**src/rtl/pwc_pkg.sv**
```systemverilog
`timescale 1ns / 1ps

package pwc_pkg;

    localparam int TS_W    = 16;
    localparam int VALUE_W = 17;
    localparam int CH_W    = 3;
    localparam int KIND_W  = 2;
    localparam int PADDR_W = 2;
    localparam int PDATA_W = 32;

    // Item kinds. The fourth code carries no meaning and is dropped.
    localparam logic [KIND_W-1:0] KIND_CAPTURE = 2'd0;
    localparam logic [KIND_W-1:0] KIND_LEVEL   = 2'd1;
    localparam logic [KIND_W-1:0] KIND_READ    = 2'd2;

    // Read status codes.
    localparam logic STATUS_OK   = 1'b0;
    localparam logic STATUS_WARN = 1'b1;

    // Register map.
    localparam logic [PADDR_W-1:0] ADDR_COUNTER_TOP = 2'd0;

    localparam logic [TS_W-1:0] COUNTER_TOP_RESET = 16'hFFFF;

    typedef struct packed {
        logic [KIND_W-1:0] kind;
        logic [CH_W-1:0]   channel;
        logic [TS_W-1:0]   capture_value;
        logic              level;
    } t_in_item;

    typedef struct packed {
        logic [VALUE_W-1:0] value;
        logic               status;
        logic               error_flag;
    } t_out_item;

    // Command from the request stage to the capture channel bank.
    typedef struct packed {
        logic            evt;
        logic            rd;
        logic [CH_W-1:0] channel;
    } t_cap_cmd;

endpackage

```
**src/rtl/pwc_capture_bank.sv**
```systemverilog
`timescale 1ns / 1ps

module pwc_capture_bank import pwc_pkg::*; #(
    parameter int CAPTURE_CHANNELS = 4
) (
    input  logic               i_clk,
    input  logic               i_rst_n,
    input  t_cap_cmd           i_cmd,
    input  logic [TS_W-1:0]    i_capture_value,
    input  logic [TS_W-1:0]    i_counter_top,
    output logic               o_is_capture,
    output logic [VALUE_W-1:0] o_width
);

    localparam logic [CH_W:0] CapLast = (CH_W + 1)'(CAPTURE_CHANNELS);

    logic [CAPTURE_CHANNELS-1:0] r_expect_rising;
    logic [CAPTURE_CHANNELS-1:0] r_updated;
    logic [TS_W-1:0]             r_rise [CAPTURE_CHANNELS];
    logic [TS_W-1:0]             r_fall [CAPTURE_CHANNELS];

    logic [CH_W:0]               ch_ext;
    logic [CAPTURE_CHANNELS-1:0] hit;
    logic [TS_W-1:0]             sel_rise;
    logic [TS_W-1:0]             sel_fall;
    logic                        sel_updated;
    logic [VALUE_W-1:0]          wrap_width;

    assign ch_ext       = {1'b0, i_cmd.channel};
    assign o_is_capture = (ch_ext >= (CH_W + 1)'(1)) && (ch_ext <= CapLast);

    always_comb begin
        hit         = '0;
        sel_rise    = '0;
        sel_fall    = '0;
        sel_updated = 1'b0;
        for (int c = 0; c < CAPTURE_CHANNELS; c++) begin
            hit[c] = (ch_ext == (CH_W + 1)'(c + 1));
            if (hit[c]) begin
                sel_rise    = r_rise[c];
                sel_fall    = r_fall[c];
                sel_updated = r_updated[c];
            end
        end
    end

    // A pulse that crosses the counter wrap spans top + 1 - rise + fall.
    assign wrap_width = VALUE_W'(({1'b0, i_counter_top} + VALUE_W'(1))
                                 - {1'b0, sel_rise} + {1'b0, sel_fall});

    always_comb begin
        if (!sel_updated) begin
            o_width = '0;
        end else if (sel_fall > sel_rise) begin
            o_width = {1'b0, sel_fall - sel_rise};
        end else begin
            o_width = wrap_width;
        end
    end

    always_ff @(posedge i_clk) begin
        if (!i_rst_n) begin
            r_expect_rising <= '1;
            r_updated       <= '0;
            for (int c = 0; c < CAPTURE_CHANNELS; c++) begin
                r_rise[c] <= '0;
                r_fall[c] <= '0;
            end
        end else begin
            for (int c = 0; c < CAPTURE_CHANNELS; c++) begin
                if (hit[c] && i_cmd.evt) begin
                    if (r_expect_rising[c]) begin
                        r_rise[c]          <= i_capture_value;
                        r_expect_rising[c] <= 1'b0;
                        r_updated[c]       <= 1'b0;
                    end else begin
                        r_fall[c]          <= i_capture_value;
                        r_expect_rising[c] <= 1'b1;
                        r_updated[c]       <= 1'b1;
                    end
                end else if (hit[c] && i_cmd.rd) begin
                    r_updated[c] <= 1'b0;
                end
            end
        end
    end

endmodule

```
**src/rtl/multi_channel_pulse_width_capture.sv**
```systemverilog
`timescale 1ns / 1ps
// A read request passes from the request register through the result register to o_out.
// Throughput: one request per cycle unless a read stalls; capture and level events produce no result.
// A read stalls in the request register only while the result register is full and not taken.
// Reset (i_rst_n low at a clock edge) clears all channel state, the error flag, both
// valid bits, and sets counter_top to 65535. No clearing pass is needed.

module multi_channel_pulse_width_capture import pwc_pkg::*; #(
    parameter int CAPTURE_CHANNELS = 4,
    parameter int LEVEL_CHANNELS   = 2
) (
    input  logic               i_clk,
    input  logic               i_rst_n,

    // Request channel.
    input  logic               i_in_valid,
    output logic               o_in_ready,
    input  t_in_item           i_in,

    // Result channel.
    output logic               o_out_valid,
    input  logic               i_out_ready,
    output t_out_item          o_out,

    // Configuration port.
    input  logic               psel,
    input  logic               penable,
    input  logic               pwrite,
    input  logic [PADDR_W-1:0] paddr,
    input  logic [PDATA_W-1:0] pwdata,
    output logic [PDATA_W-1:0] prdata,
    output logic               pready
);

    // Storage for level channels keeps one entry even when there are none, so that
    // the vector never collapses to zero width. Channel numbers are compared with
    // one extra bit so that the top of the capture range can reach eight.
    localparam int            LvlDepth = (LEVEL_CHANNELS > 0) ? LEVEL_CHANNELS : 1;
    localparam logic [CH_W:0] CapLast  = (CH_W + 1)'(CAPTURE_CHANNELS);
    localparam logic [CH_W:0] LvlLast  = (CH_W + 1)'(CAPTURE_CHANNELS + LEVEL_CHANNELS);

    // Request register: the first stage. It takes a new request whenever it is empty
    // or its current request completes in this cycle.
    logic     r_in_valid;
    t_in_item r_in;

    // Result register: the second stage, held until the consumer takes it.
    logic      r_out_valid;
    t_out_item r_out;
    t_out_item n_out;

    logic [TS_W-1:0]     r_counter_top;
    logic [LvlDepth-1:0] r_level;
    logic                r_event_error;

    logic               is_cap_evt;
    logic               is_lvl_evt;
    logic               is_read;
    logic               out_free;
    logic               fire;
    logic [CH_W:0]      ch_ext;
    logic               is_level_ch;
    logic               lvl_sel;
    logic               cap_hit;
    logic [VALUE_W-1:0] cap_width;
    logic               cfg_write;
    t_cap_cmd           cap_cmd;

    // Request decode.
    always_comb begin
        is_cap_evt = 1'b0;
        is_lvl_evt = 1'b0;
        is_read    = 1'b0;
        unique case (r_in.kind)
            KIND_CAPTURE: is_cap_evt = 1'b1;
            KIND_LEVEL:   is_lvl_evt = 1'b1;
            KIND_READ:    is_read    = 1'b1;
            default:      ;
        endcase
    end

    // Events always complete at once; a read completes when the result register is
    // free or is being emptied in this same cycle.
    assign out_free   = !r_out_valid || i_out_ready;
    assign fire       = r_in_valid && (!is_read || out_free);
    assign o_in_ready = !r_in_valid || fire;

    always_ff @(posedge i_clk) begin
        if (!i_rst_n) begin
            r_in_valid <= 1'b0;
        end else if (o_in_ready) begin
            r_in_valid <= i_in_valid;
        end
    end

    always_ff @(posedge i_clk) begin
        if (o_in_ready && i_in_valid) begin
            r_in <= i_in;
        end
    end

    // Capture channels: edge timestamps, the edge phase and the updated mark live in
    // the bank, which also forms the pulse width for the addressed channel.
    assign cap_cmd.evt     = fire && is_cap_evt;
    assign cap_cmd.rd      = fire && is_read;
    assign cap_cmd.channel = r_in.channel;

    pwc_capture_bank #(
        .CAPTURE_CHANNELS (CAPTURE_CHANNELS)
    ) u_capture_bank (
        .i_clk           (i_clk),
        .i_rst_n         (i_rst_n),
        .i_cmd           (cap_cmd),
        .i_capture_value (r_in.capture_value),
        .i_counter_top   (r_counter_top),
        .o_is_capture    (cap_hit),
        .o_width         (cap_width)
    );

    // Level channels follow directly after the capture channels.
    assign ch_ext      = {1'b0, r_in.channel};
    assign is_level_ch = (ch_ext > CapLast) && (ch_ext <= LvlLast);

    always_comb begin
        lvl_sel = 1'b0;
        for (int l = 0; l < LEVEL_CHANNELS; l++) begin
            if (ch_ext == (CH_W + 1)'(CAPTURE_CHANNELS + 1 + l)) begin
                lvl_sel = r_level[l];
            end
        end
    end

    always_ff @(posedge i_clk) begin
        if (!i_rst_n) begin
            r_level <= '0;
        end else if (fire && is_lvl_evt) begin
            for (int l = 0; l < LEVEL_CHANNELS; l++) begin
                if (ch_ext == (CH_W + 1)'(CAPTURE_CHANNELS + 1 + l)) begin
                    r_level[l] <= r_in.level;
                end
            end
        end
    end

    // The error flag is sticky: any capture event outside the capture range or level
    // event outside the level range sets it, and only reset clears it.
    always_ff @(posedge i_clk) begin
        if (!i_rst_n) begin
            r_event_error <= 1'b0;
        end else if (fire && ((is_cap_evt && !cap_hit) || (is_lvl_evt && !is_level_ch))) begin
            r_event_error <= 1'b1;
        end
    end

    // Read result. An unknown channel reads as zero with the warning status set.
    always_comb begin
        n_out.value      = '0;
        n_out.status     = STATUS_OK;
        n_out.error_flag = r_event_error;
        if (cap_hit) begin
            n_out.value = cap_width;
        end else if (is_level_ch) begin
            n_out.value = {{(VALUE_W - 1){1'b0}}, lvl_sel};
        end else begin
            n_out.status = STATUS_WARN;
        end
    end

    always_ff @(posedge i_clk) begin
        if (!i_rst_n) begin
            r_out_valid <= 1'b0;
        end else if (fire && is_read) begin
            r_out_valid <= 1'b1;
        end else if (i_out_ready) begin
            r_out_valid <= 1'b0;
        end
    end

    always_ff @(posedge i_clk) begin
        if (fire && is_read) begin
            r_out <= n_out;
        end
    end

    assign o_out_valid = r_out_valid;
    assign o_out       = r_out;

    // Configuration register. Only the low 16 bits of the write data are kept.
    assign cfg_write = psel && penable && pwrite && pready && (paddr == ADDR_COUNTER_TOP);

    always_ff @(posedge i_clk) begin
        if (!i_rst_n) begin
            r_counter_top <= COUNTER_TOP_RESET;
        end else if (cfg_write) begin
            r_counter_top <= pwdata[TS_W-1:0];
        end
    end

    assign pready = 1'b1;
    assign prdata = (paddr == ADDR_COUNTER_TOP) ? {{(PDATA_W - TS_W){1'b0}}, r_counter_top}
                                                : '0;

endmodule

```
**config.mk**
```make
export PLATFORM = sky130hd
export DESIGN_NAME = multi_channel_pulse_width_capture
export DESIGN_NICKNAME = d
export VERILOG_FILES = /design/src/rtl/pwc_pkg.sv /design/src/rtl/pwc_capture_bank.sv /design/src/rtl/multi_channel_pulse_width_capture.sv
export SDC_FILE = /design/constraint.sdc
export NUM_CORES = 1
export LEC_CHECK = 0
export ABC_AREA = 1
export BUFFER_PORTS_ARGS = -buffer_cell sky130_fd_sc_hd__buf_4
export CORE_MARGIN = 2
export CORE_UTILIZATION = 60
export CTS_BUF_LIST = sky130_fd_sc_hd__clkbuf_8
export DETAILED_ROUTE_END_ITERATION = 10
export GPL_TIMING_DRIVEN = 0
export PLACE_DENSITY_LB_ADDON = 0.1
export SLEW_MARGIN = 5
export SYNTH_ARGS = -nofsm -noshare
export SYNTH_HDL_FRONTEND = slang
export SYNTH_SLANG_ARGS = --single-unit
```
**constraint.sdc**
```tcl
create_clock -name i_clk -period 3.88 [get_ports i_clk]
set_input_delay 0.388 -clock i_clk [delete_from_list [all_inputs] [get_ports i_clk]]
set_output_delay 0.388 -clock i_clk [all_outputs]
set_load 0.01 [all_outputs]
```
* Yosys cells after proc, flatten, opt, wreduce, memory -nomap -nowiden
Memories as Yosys holds them, arrays and structs flattened. Index checks and enable logic that the tools add are counted.
Storage, ports and cells: flip-flop bits (word level) 70, RAM bits 128, input port bits 63, output and inout port bits 54, logic and storage cells 161, memories 2
Memories:
- u_capture_bank.r_fall | depth 4, bits a word 16, rd ports 4, clocked after Yosys merged registers in 0, write ports 4, RTL line pwc_capture_bank.sv:20 | logic [TS_W-1:0] r_fall [CAPTURE_CHANNELS];
- u_capture_bank.r_rise | depth 4, bits a word 16, rd ports 4, clocked after Yosys merged registers in 0, write ports 4, RTL line pwc_capture_bank.sv:19 | logic [TS_W-1:0] r_rise [CAPTURE_CHANNELS];
Operators by class: add/sub/neg operators 4, magnitude comparators 5, equality and inequality tests 8, multiplexer cells 74, bitwise gates (word level) 8, reductions and logical operators 39
Operator list (count):
- $mux 16 | 17
- $mux 1 | 54
- $mux 17 | 3
- $logic_and 1x1->1 | 21
- $add 16x1->17 const B | 1
- $add 17x16->17 | 1
- $sub 17x16->17 | 1
- $gt 16x16->1 | 1
- $sub 16x16->16 | 1
- $reduce_bool 2->1 | 5
- $eq 3x3->1 const B | 3
- $or 1x1->1 | 8
- $eq 3x2->1 const B | 2
- $le 3x3->1 const B | 2
- $logic_not 1->1 | 5
- $logic_not 2->1 | 2
- $logic_or 1x1->1 | 4
- $reduce_and 2->1 | 2
- $eq 3x1->1 const B | 1
- $ge 3x1->1 const B | 1
- $gt 3x3->1 const B | 1
- $eq 2x1->1 const B | 1
- $eq 2x2->1 const B | 1

* Longest topological paths before layout
word-level depth 11, gate-level depth with buffers 23, depth with buffers taken out 21

* By module
Synthesis repeated with hierarchy kept, for this count alone.
Second synthesis, totals: cells, all modules 1167, area, all modules 10715.3 um2
Modules (own cells, without submodules):
- pwc_capture_bank | times used 1, cells an instance 916, area each 8170.3 um2, sequential area each 4003.8 um2
- multi_channel_pulse_width_capture | times used 1, cells an instance 251, area each 2544.9 um2, sequential area each 1651.6 um2

* Worst setup path after synthesis
OpenSTA, ideal clock, no wires.
path kind register to register, start register r_in, in the netlist cap_cmd[0], end register r_out, in the netlist o_out[10] (data pin), arrival 3.155 ns, data required time 3.625 ns, path slack 0.470 ns, cell stages (with the launch flop) 19, path buffers 3, path through edfxtp_1 -> buf_2 -> inv_4 -> nand2_1 -> nor2_2 -> buf_2 -> buf_1 -> nand2_1 -> nand4_1 -> fa_1 -> ha_1 -> a21oi_1 -> o21ai_0 -> a21o_1 -> nand3_1 -> nand2_1 -> xor2_1 -> nor2_1 -> nor2_1
Between the ends: longest elaborated chain between the ends 10, elaborated cells between the ends (all ways) 26, classes of those cells add/sub: 3; order compare: 3; eq/ne: 4; mux: 15; reduce/logical: 1
Ends and longest elaborated chain:
- start: declaration | RTL line multi_channel_pulse_width_capture.sv:45 | t_in_item r_in;
- start signal: assignment | RTL line multi_channel_pulse_width_capture.sv:98 | r_in <= i_in;
- $eq 3x1->1 | RTL line pwc_capture_bank.sv:38 | hit[c] = (ch_ext == (CH_W + 1)'(c + 1));
- $mux 16 (4 in a row) | RTL line pwc_capture_bank.sv:39 | if (hit[c]) begin
- $sub 17x16->17 | RTL line pwc_capture_bank.sv:49 | - {1'b0, sel_rise} + {1'b0, sel_fall});
- $add 17x16->17 | RTL line pwc_capture_bank.sv:49
- $mux 17 | RTL line pwc_capture_bank.sv:54 | end else if (sel_fall > sel_rise) begin
- $mux 17 | RTL line pwc_capture_bank.sv:52 | if (!sel_updated) begin
- $mux 17 * | RTL line multi_channel_pulse_width_capture.sv:160 | if (cap_hit) begin
- end signal: assignment | RTL line multi_channel_pulse_width_capture.sv:181 | r_out <= n_out;
- end: declaration | RTL line multi_channel_pulse_width_capture.sv:49 | t_out_item r_out;
Mark *: on every way between the ends. The rest lies on a longest branch, timed or not. A chain may end at the register's enable or synchronous reset.

* Worst setup path in the final report
Ends and elaborated chain as after synthesis.

==> report_table.html <==
<table>
<tr><th>Metric</th><th>Value</th></tr>
<tr><th colspan="2">Route</th></tr>
<tr><td>Drt initial violations</td><td>632</td></tr>
<tr><td>Number of vias after detailed routing</td><td>7802</td></tr>
<tr><td>Via density per instance</td><td>5.57</td></tr>
<tr><td>Antenna-violating nets left</td><td>0</td></tr>
<tr><td>Number of DRC violations after detailed routing</td><td>0</td></tr>
<tr><td>First-pass iteration count of the detailed router</td><td>7</td></tr>
<tr><td>Routed len/inst</td><td>17.2 microns</td></tr>
<tr><td>Total detailed-routing wirelength</td><td>24100 microns</td></tr>
<tr><th colspan="2">Critical path</th></tr>
<tr><td>Required time of the critical path</td><td>4.11 ns</td></tr>
<tr><td>Endpoint of the lowest-slack register-to-register path</td><td>o_out[10]</td></tr>
<tr><td>Crit path arrival time</td><td>3.93 ns</td></tr>
<tr><td>Reg2Reg Setup Slack</td><td>0.19 ns</td></tr>
<tr><td>Beginning of the worst register-to-register path</td><td>cap_cmd[0]</td></tr>
<tr><td>Element type at the critical path end</td><td>register</td></tr>
<tr><td>Register-to-Register Path Depth</td><td>17</td></tr>
<tr><td>Worst setup path class</td><td>register to register</td></tr>
<tr><td>CP Launch Type</td><td>register</td></tr>
<tr><td>Highest net fanout along the worst path</td><td>10</td></tr>
<tr><th colspan="2">GRT</th></tr>
<tr><td>Maximum number of pins on one net before global-route repair</td><td>23</td></tr>
<tr><td>GRT Residual Overflow</td><td>0</td></tr>
<tr><td>Combined global-route utilization of all metal layers</td><td>27.2%</td></tr>
<tr><td>Global-route wire length before repair</td><td>36900 microns</td></tr>
<tr><td>Number of global-route vias before repair</td><td>7297</td></tr>
<tr><td>Antenna violations before repair</td><td>0</td></tr>
<tr><th colspan="2">Timing</th></tr>
<tr><td>Worst slew pin tran</td><td>0.936 ns</td></tr>
<tr><td>Final worst path period share</td><td>95.2%</td></tr>
<tr><td>Worst hold margin</td><td>0.0912 ns</td></tr>
<tr><td>Worst slew margin relative to its limit</td><td>37.6%</td></tr>
<tr><td>Number of failing hold endpoints at the final stage</td><td>0</td></tr>
<tr><td>Final number of max-transition violations</td><td>0</td></tr>
<tr><td># setup viols final</td><td>0</td></tr>
<tr><td>Post-route clock skew</td><td>0.0137 ns</td></tr>
<tr><td>Min cycle time layout</td><td>3.69 ns</td></tr>
<tr><td>Max Clk Rate</td><td>0.271 GHz</td></tr>
<tr><th colspan="2">Clock tree</th></tr>
<tr><td>Root Driver</td><td>sky130_fd_sc_hd__clkbuf_8</td></tr>
<tr><td>Total number of clock tree sinks</td><td>198</td></tr>
<tr><td>TritonCTS clock tree</td><td>done</td></tr>
<tr><td>Cts hold-fix bufs</td><td>0</td></tr>
<tr><td>Worst-skew pair later-pin latency</td><td>0.46 ns</td></tr>
<tr><td>Count of H-tree levels built during CTS</td><td>4</td></tr>
<tr><td>Total clock buffers created by CTS</td><td>17</td></tr>
<tr><td>Register clock-pin slew on the reported worst setup and hold paths</td><td>0.10 ns</td></tr>
<tr><td>Maximum buffer depth of the clock tree</td><td>2</td></tr>
<tr><th colspan="2">Floorplan</th></tr>
<tr><td>Count of boundary I/O pins</td><td>117</td></tr>
<tr><td>Floorplan core area</td><td>16500 sq um</td></tr>
<tr><td>Vertical die dimension</td><td>134 microns</td></tr>
<tr><td>Initial Utilization</td><td>61.1%</td></tr>
<tr><td># rows</td><td>47</td></tr>
<tr><td>Die Width</td><td>134 microns</td></tr>
<tr><td>Floorplan die area</td><td>17900 sq um</td></tr>
<tr><th colspan="2">Synthesis</th></tr>
<tr><td>Cell count after synthesis</td><td>1034</td></tr>
<tr><td>Synth Area per Inst</td><td>9.77 sq um</td></tr>
<tr><td>Cell variety after synth</td><td>48</td></tr>
<tr><td>Most frequent cells after synthesis</td><td>sky130_fd_sc_hd__nand2_1, sky130_fd_sc_hd__nor2_1, sky130_fd_sc_hd__edfxtp_1, sky130_fd_sc_hd__inv_1, sky130_fd_sc_hd__a21oi_1</td></tr>
<tr><td>Async set-or-reset flop fraction in the synthesized netlist</td><td>0%</td></tr>
<tr><td>Mapped Area</td><td>10100 sq um</td></tr>
<tr><td>FF+latch count, synth</td><td>198</td></tr>
<tr><td>Synthesis Warnings</td><td>0</td></tr>
<tr><td>Seq/Total Area, Yosys</td><td>56.0%</td></tr>
<tr><td>Cells taking the most area after synthesis</td><td>sky130_fd_sc_hd__edfxtp_1, sky130_fd_sc_hd__nand2_1, sky130_fd_sc_hd__nor2_1, sky130_fd_sc_hd__dfxtp_1, sky130_fd_sc_hd__ha_1</td></tr>
<tr><td>Dominant cell type by area after synthesis</td><td>sky130_fd_sc_hd__edfxtp_1</td></tr>
<tr><td>Post-synth top flop</td><td>sky130_fd_sc_hd__edfxtp_1</td></tr>
<tr><td>Library cell with the highest instance count after synthesis</td><td>sky130_fd_sc_hd__nand2_1</td></tr>
<tr><td>Share of Yosys cell area claimed by the top area cell type</td><td>50.2%</td></tr>
<tr><td>Number of enable-type register cells in the synthesized netlist</td><td>169</td></tr>
<tr><th colspan="2">Layout</th></tr>
<tr><td>Relative area change from synthesis to final layout</td><td>17.8%</td></tr>
<tr><td>Proportion of layout cells with a drive suffix above 1</td><td>19.7%</td></tr>
<tr><td>Net count reported at finish</td><td>1280</td></tr>
<tr><td>Fraction of the core area covered by cells at the end of the flow</td><td>72.0%</td></tr>
<tr><td>Number of inserted diodes</td><td>0</td></tr>
<tr><td>Layout Cell Area excl Fill</td><td>11900 sq um</td></tr>
<tr><td>Fillers</td><td>1231</td></tr>
<tr><th colspan="2">Placement</th></tr>
<tr><td>GP Congestion</td><td>0.926</td></tr>
<tr><td>I/O Buffers</td><td>82</td></tr>
<tr><td>Cell area after placement</td><td>11100 sq um</td></tr>
<tr><td>Total half-perimeter wirelength after legalization and detailed placement</td><td>17800 microns</td></tr>
<tr><th colspan="2">Outcome</th></tr>
<tr><td>Result of the run</td><td>finished, final reports clean</td></tr>
<tr><th colspan="2">Worst hold path</th></tr>
<tr><td>Worst hold stages</td><td>1</td></tr>
<tr><td>Destination of the worst hold path</td><td>r_in[21]</td></tr>
<tr><td>Worst min-delay path startpoint</td><td>i_in[21]</td></tr>
<tr><td>Worst hold path class</td><td>input pin to register</td></tr>
<tr><th colspan="2">Run</th></tr>
<tr><td># Max-Cap Violations</td><td>0</td></tr>
<tr><th colspan="2">Power</th></tr>
<tr><td>Leakage Power</td><td>5.17 nW</td></tr>
<tr><td>Worst vdd ir</td><td>0.000235 V</td></tr>
<tr><td>Areal power density over the cells</td><td>392 nW/um^2</td></tr>
</table>
[cells by family (layout without fill, tap and decap cells)]
logic type	Yosys count	after routing	share of synthesized area (%)
xor gates and xnor gates	19	19	1.65
and+or+nand+nor	476	476	20.0
other	2	17	0.0743
AOI/OAI and AO/OA	143	143	8.62
buffers and inverters	147	279	6.33
DFF	198	198	56.0
adders and majority gates	49	49	7.33
[critical path, cell delays in order (launching register included)]
cell	delay [ns]
sky130_fd_sc_hd__edfxtp_1	0.36
sky130_fd_sc_hd__buf_6	0.16
sky130_fd_sc_hd__inv_4	0.07
sky130_fd_sc_hd__nand2_1	0.12
sky130_fd_sc_hd__nor2_4	0.09
sky130_fd_sc_hd__buf_2	0.19
sky130_fd_sc_hd__a32o_1	0.22
sky130_fd_sc_hd__a221oi_2	0.37
sky130_fd_sc_hd__fa_1	0.54
sky130_fd_sc_hd__ha_4	0.28
sky130_fd_sc_hd__a21oi_1	0.26
sky130_fd_sc_hd__o21ai_2	0.11
sky130_fd_sc_hd__a21o_1	0.20
sky130_fd_sc_hd__nand3_1	0.07
sky130_fd_sc_hd__nand2_1	0.09
sky130_fd_sc_hd__xor2_1	0.15
sky130_fd_sc_hd__nor2_1	0.10
sky130_fd_sc_hd__nor2_1	0.05
[repair_timing]
item                       in CTS  in global routing
setup endpoints to repair      17                 17
setup buffers                   3                  9
gates resized for setup        27                 52
pin swaps                       2                 12
cloned                          0                  1
[power by group]
part           switching [mW]  internal, mW
Combinational           0.628         0.393
Clock                   0.743         0.513
Sequential             0.0234          2.36
[how the worst max path moves through the flow]
stage	slack (ns)	depth (start not counted)	startpoint	to
floorplan	0.47	18	cap_cmd[0]	o_out[10]
global placement	-0.35	16	cap_cmd[0]	o_out[16]
detailed placement	-0.43	16	cap_cmd[0]	o_out[16]
CTS	0.01	14	cap_cmd[1]	o_out[16]
global route	-0.03	20	cap_cmd[1]	o_out[18]
finish	0.19	17	cap_cmd[0]	o_out[10]
[through the flow]
step / setup WS [ns] / setup TNS [ns] / power, mW / cells
final: 0.185 / 0 / 4.66 / 1401
after global routing: -0.0287 / -0.0345 / 4.85 / 1401
after CTS: 0.0121 / 0 / 4.56 / 1391
after detailed placement: -0.435 / -5.48 / 3.33 / 1356
after global placement: -0.349 / -4.62 / 3.31 / 1351
after floorplan: 0.470 / 0 / 3.07 / 1049
[per-layer routing]
layer  vias up  wire length (microns)  GRT usage (%)
li1       3748                      -              -
met1      3669                   9860           35.6
met2       338                  11900           46.4
met3        47                   1630           4.26
met4         0                    634           9.57
met5         -                      0              0
[sequential cells by signal, indices dropped and copies added (netlist names)]
name	flops
u_capture_bank.r_fall	64
u_capture_bank.r_rise	64
o_out	19
r_in	19
r_counter_top	16
u_capture_bank.r_expect_rising	4
u_capture_bank.r_updated	4
cap_cmd	3
r_level	2
o_out_valid	1
r_event_error	1
r_in_valid	1
[area by class of cell]
class	count	area, sq um	share of cell area, %
sequential	198	5660	47.5
multi-input combinational	704	4120	34.6
timing repair buffer	100	782	6.57
inverter	100	380	3.20
buffer	47	319	2.68
tap	220	275	2.31
clock buffer	17	234	1.97
clock inverter	15	134	1.13
[placed cells by master, fill, tap and decap left out, types with 3 or more instances in the layout]
cell	instances
sky130_fd_sc_hd__o21ai_0	20
sky130_fd_sc_hd__a21oi_2	8
sky130_fd_sc_hd__nand3_2	6
sky130_fd_sc_hd__inv_2	7
sky130_fd_sc_hd__ha_4	5
sky130_fd_sc_hd__a32o_1	5
sky130_fd_sc_hd__nor2_1	175
sky130_fd_sc_hd__nand2_1	194
sky130_fd_sc_hd__clkinv_1	3
sky130_fd_sc_hd__o21ai_2	11
sky130_fd_sc_hd__edfxtp_1	169
sky130_fd_sc_hd__buf_2	4
sky130_fd_sc_hd__buf_8	4
sky130_fd_sc_hd__a21o_1	4
sky130_fd_sc_hd__clkinv_4	3
sky130_fd_sc_hd__buf_4	113
sky130_fd_sc_hd__nor3_1	5
sky130_fd_sc_hd__conb_1	17
sky130_fd_sc_hd__clkbuf_1	12
sky130_fd_sc_hd__inv_1	92
sky130_fd_sc_hd__a21oi_1	53
sky130_fd_sc_hd__clkbuf_8	17
sky130_fd_sc_hd__o21bai_1	5
sky130_fd_sc_hd__xnor2_1	10
sky130_fd_sc_hd__ha_1	25
sky130_fd_sc_hd__nand2_2	5
sky130_fd_sc_hd__nor2_4	3
sky130_fd_sc_hd__o211ai_1	19
sky130_fd_sc_hd__nand4_1	18
sky130_fd_sc_hd__clkbuf_2	3
sky130_fd_sc_hd__nand3_1	54
sky130_fd_sc_hd__a221oi_4	4
sky130_fd_sc_hd__dfxtp_1	29
sky130_fd_sc_hd__nor2_2	7
sky130_fd_sc_hd__xor2_1	9
sky130_fd_sc_hd__buf_6	9
sky130_fd_sc_hd__fa_1	17
Power figures use the tool's default switching activity.
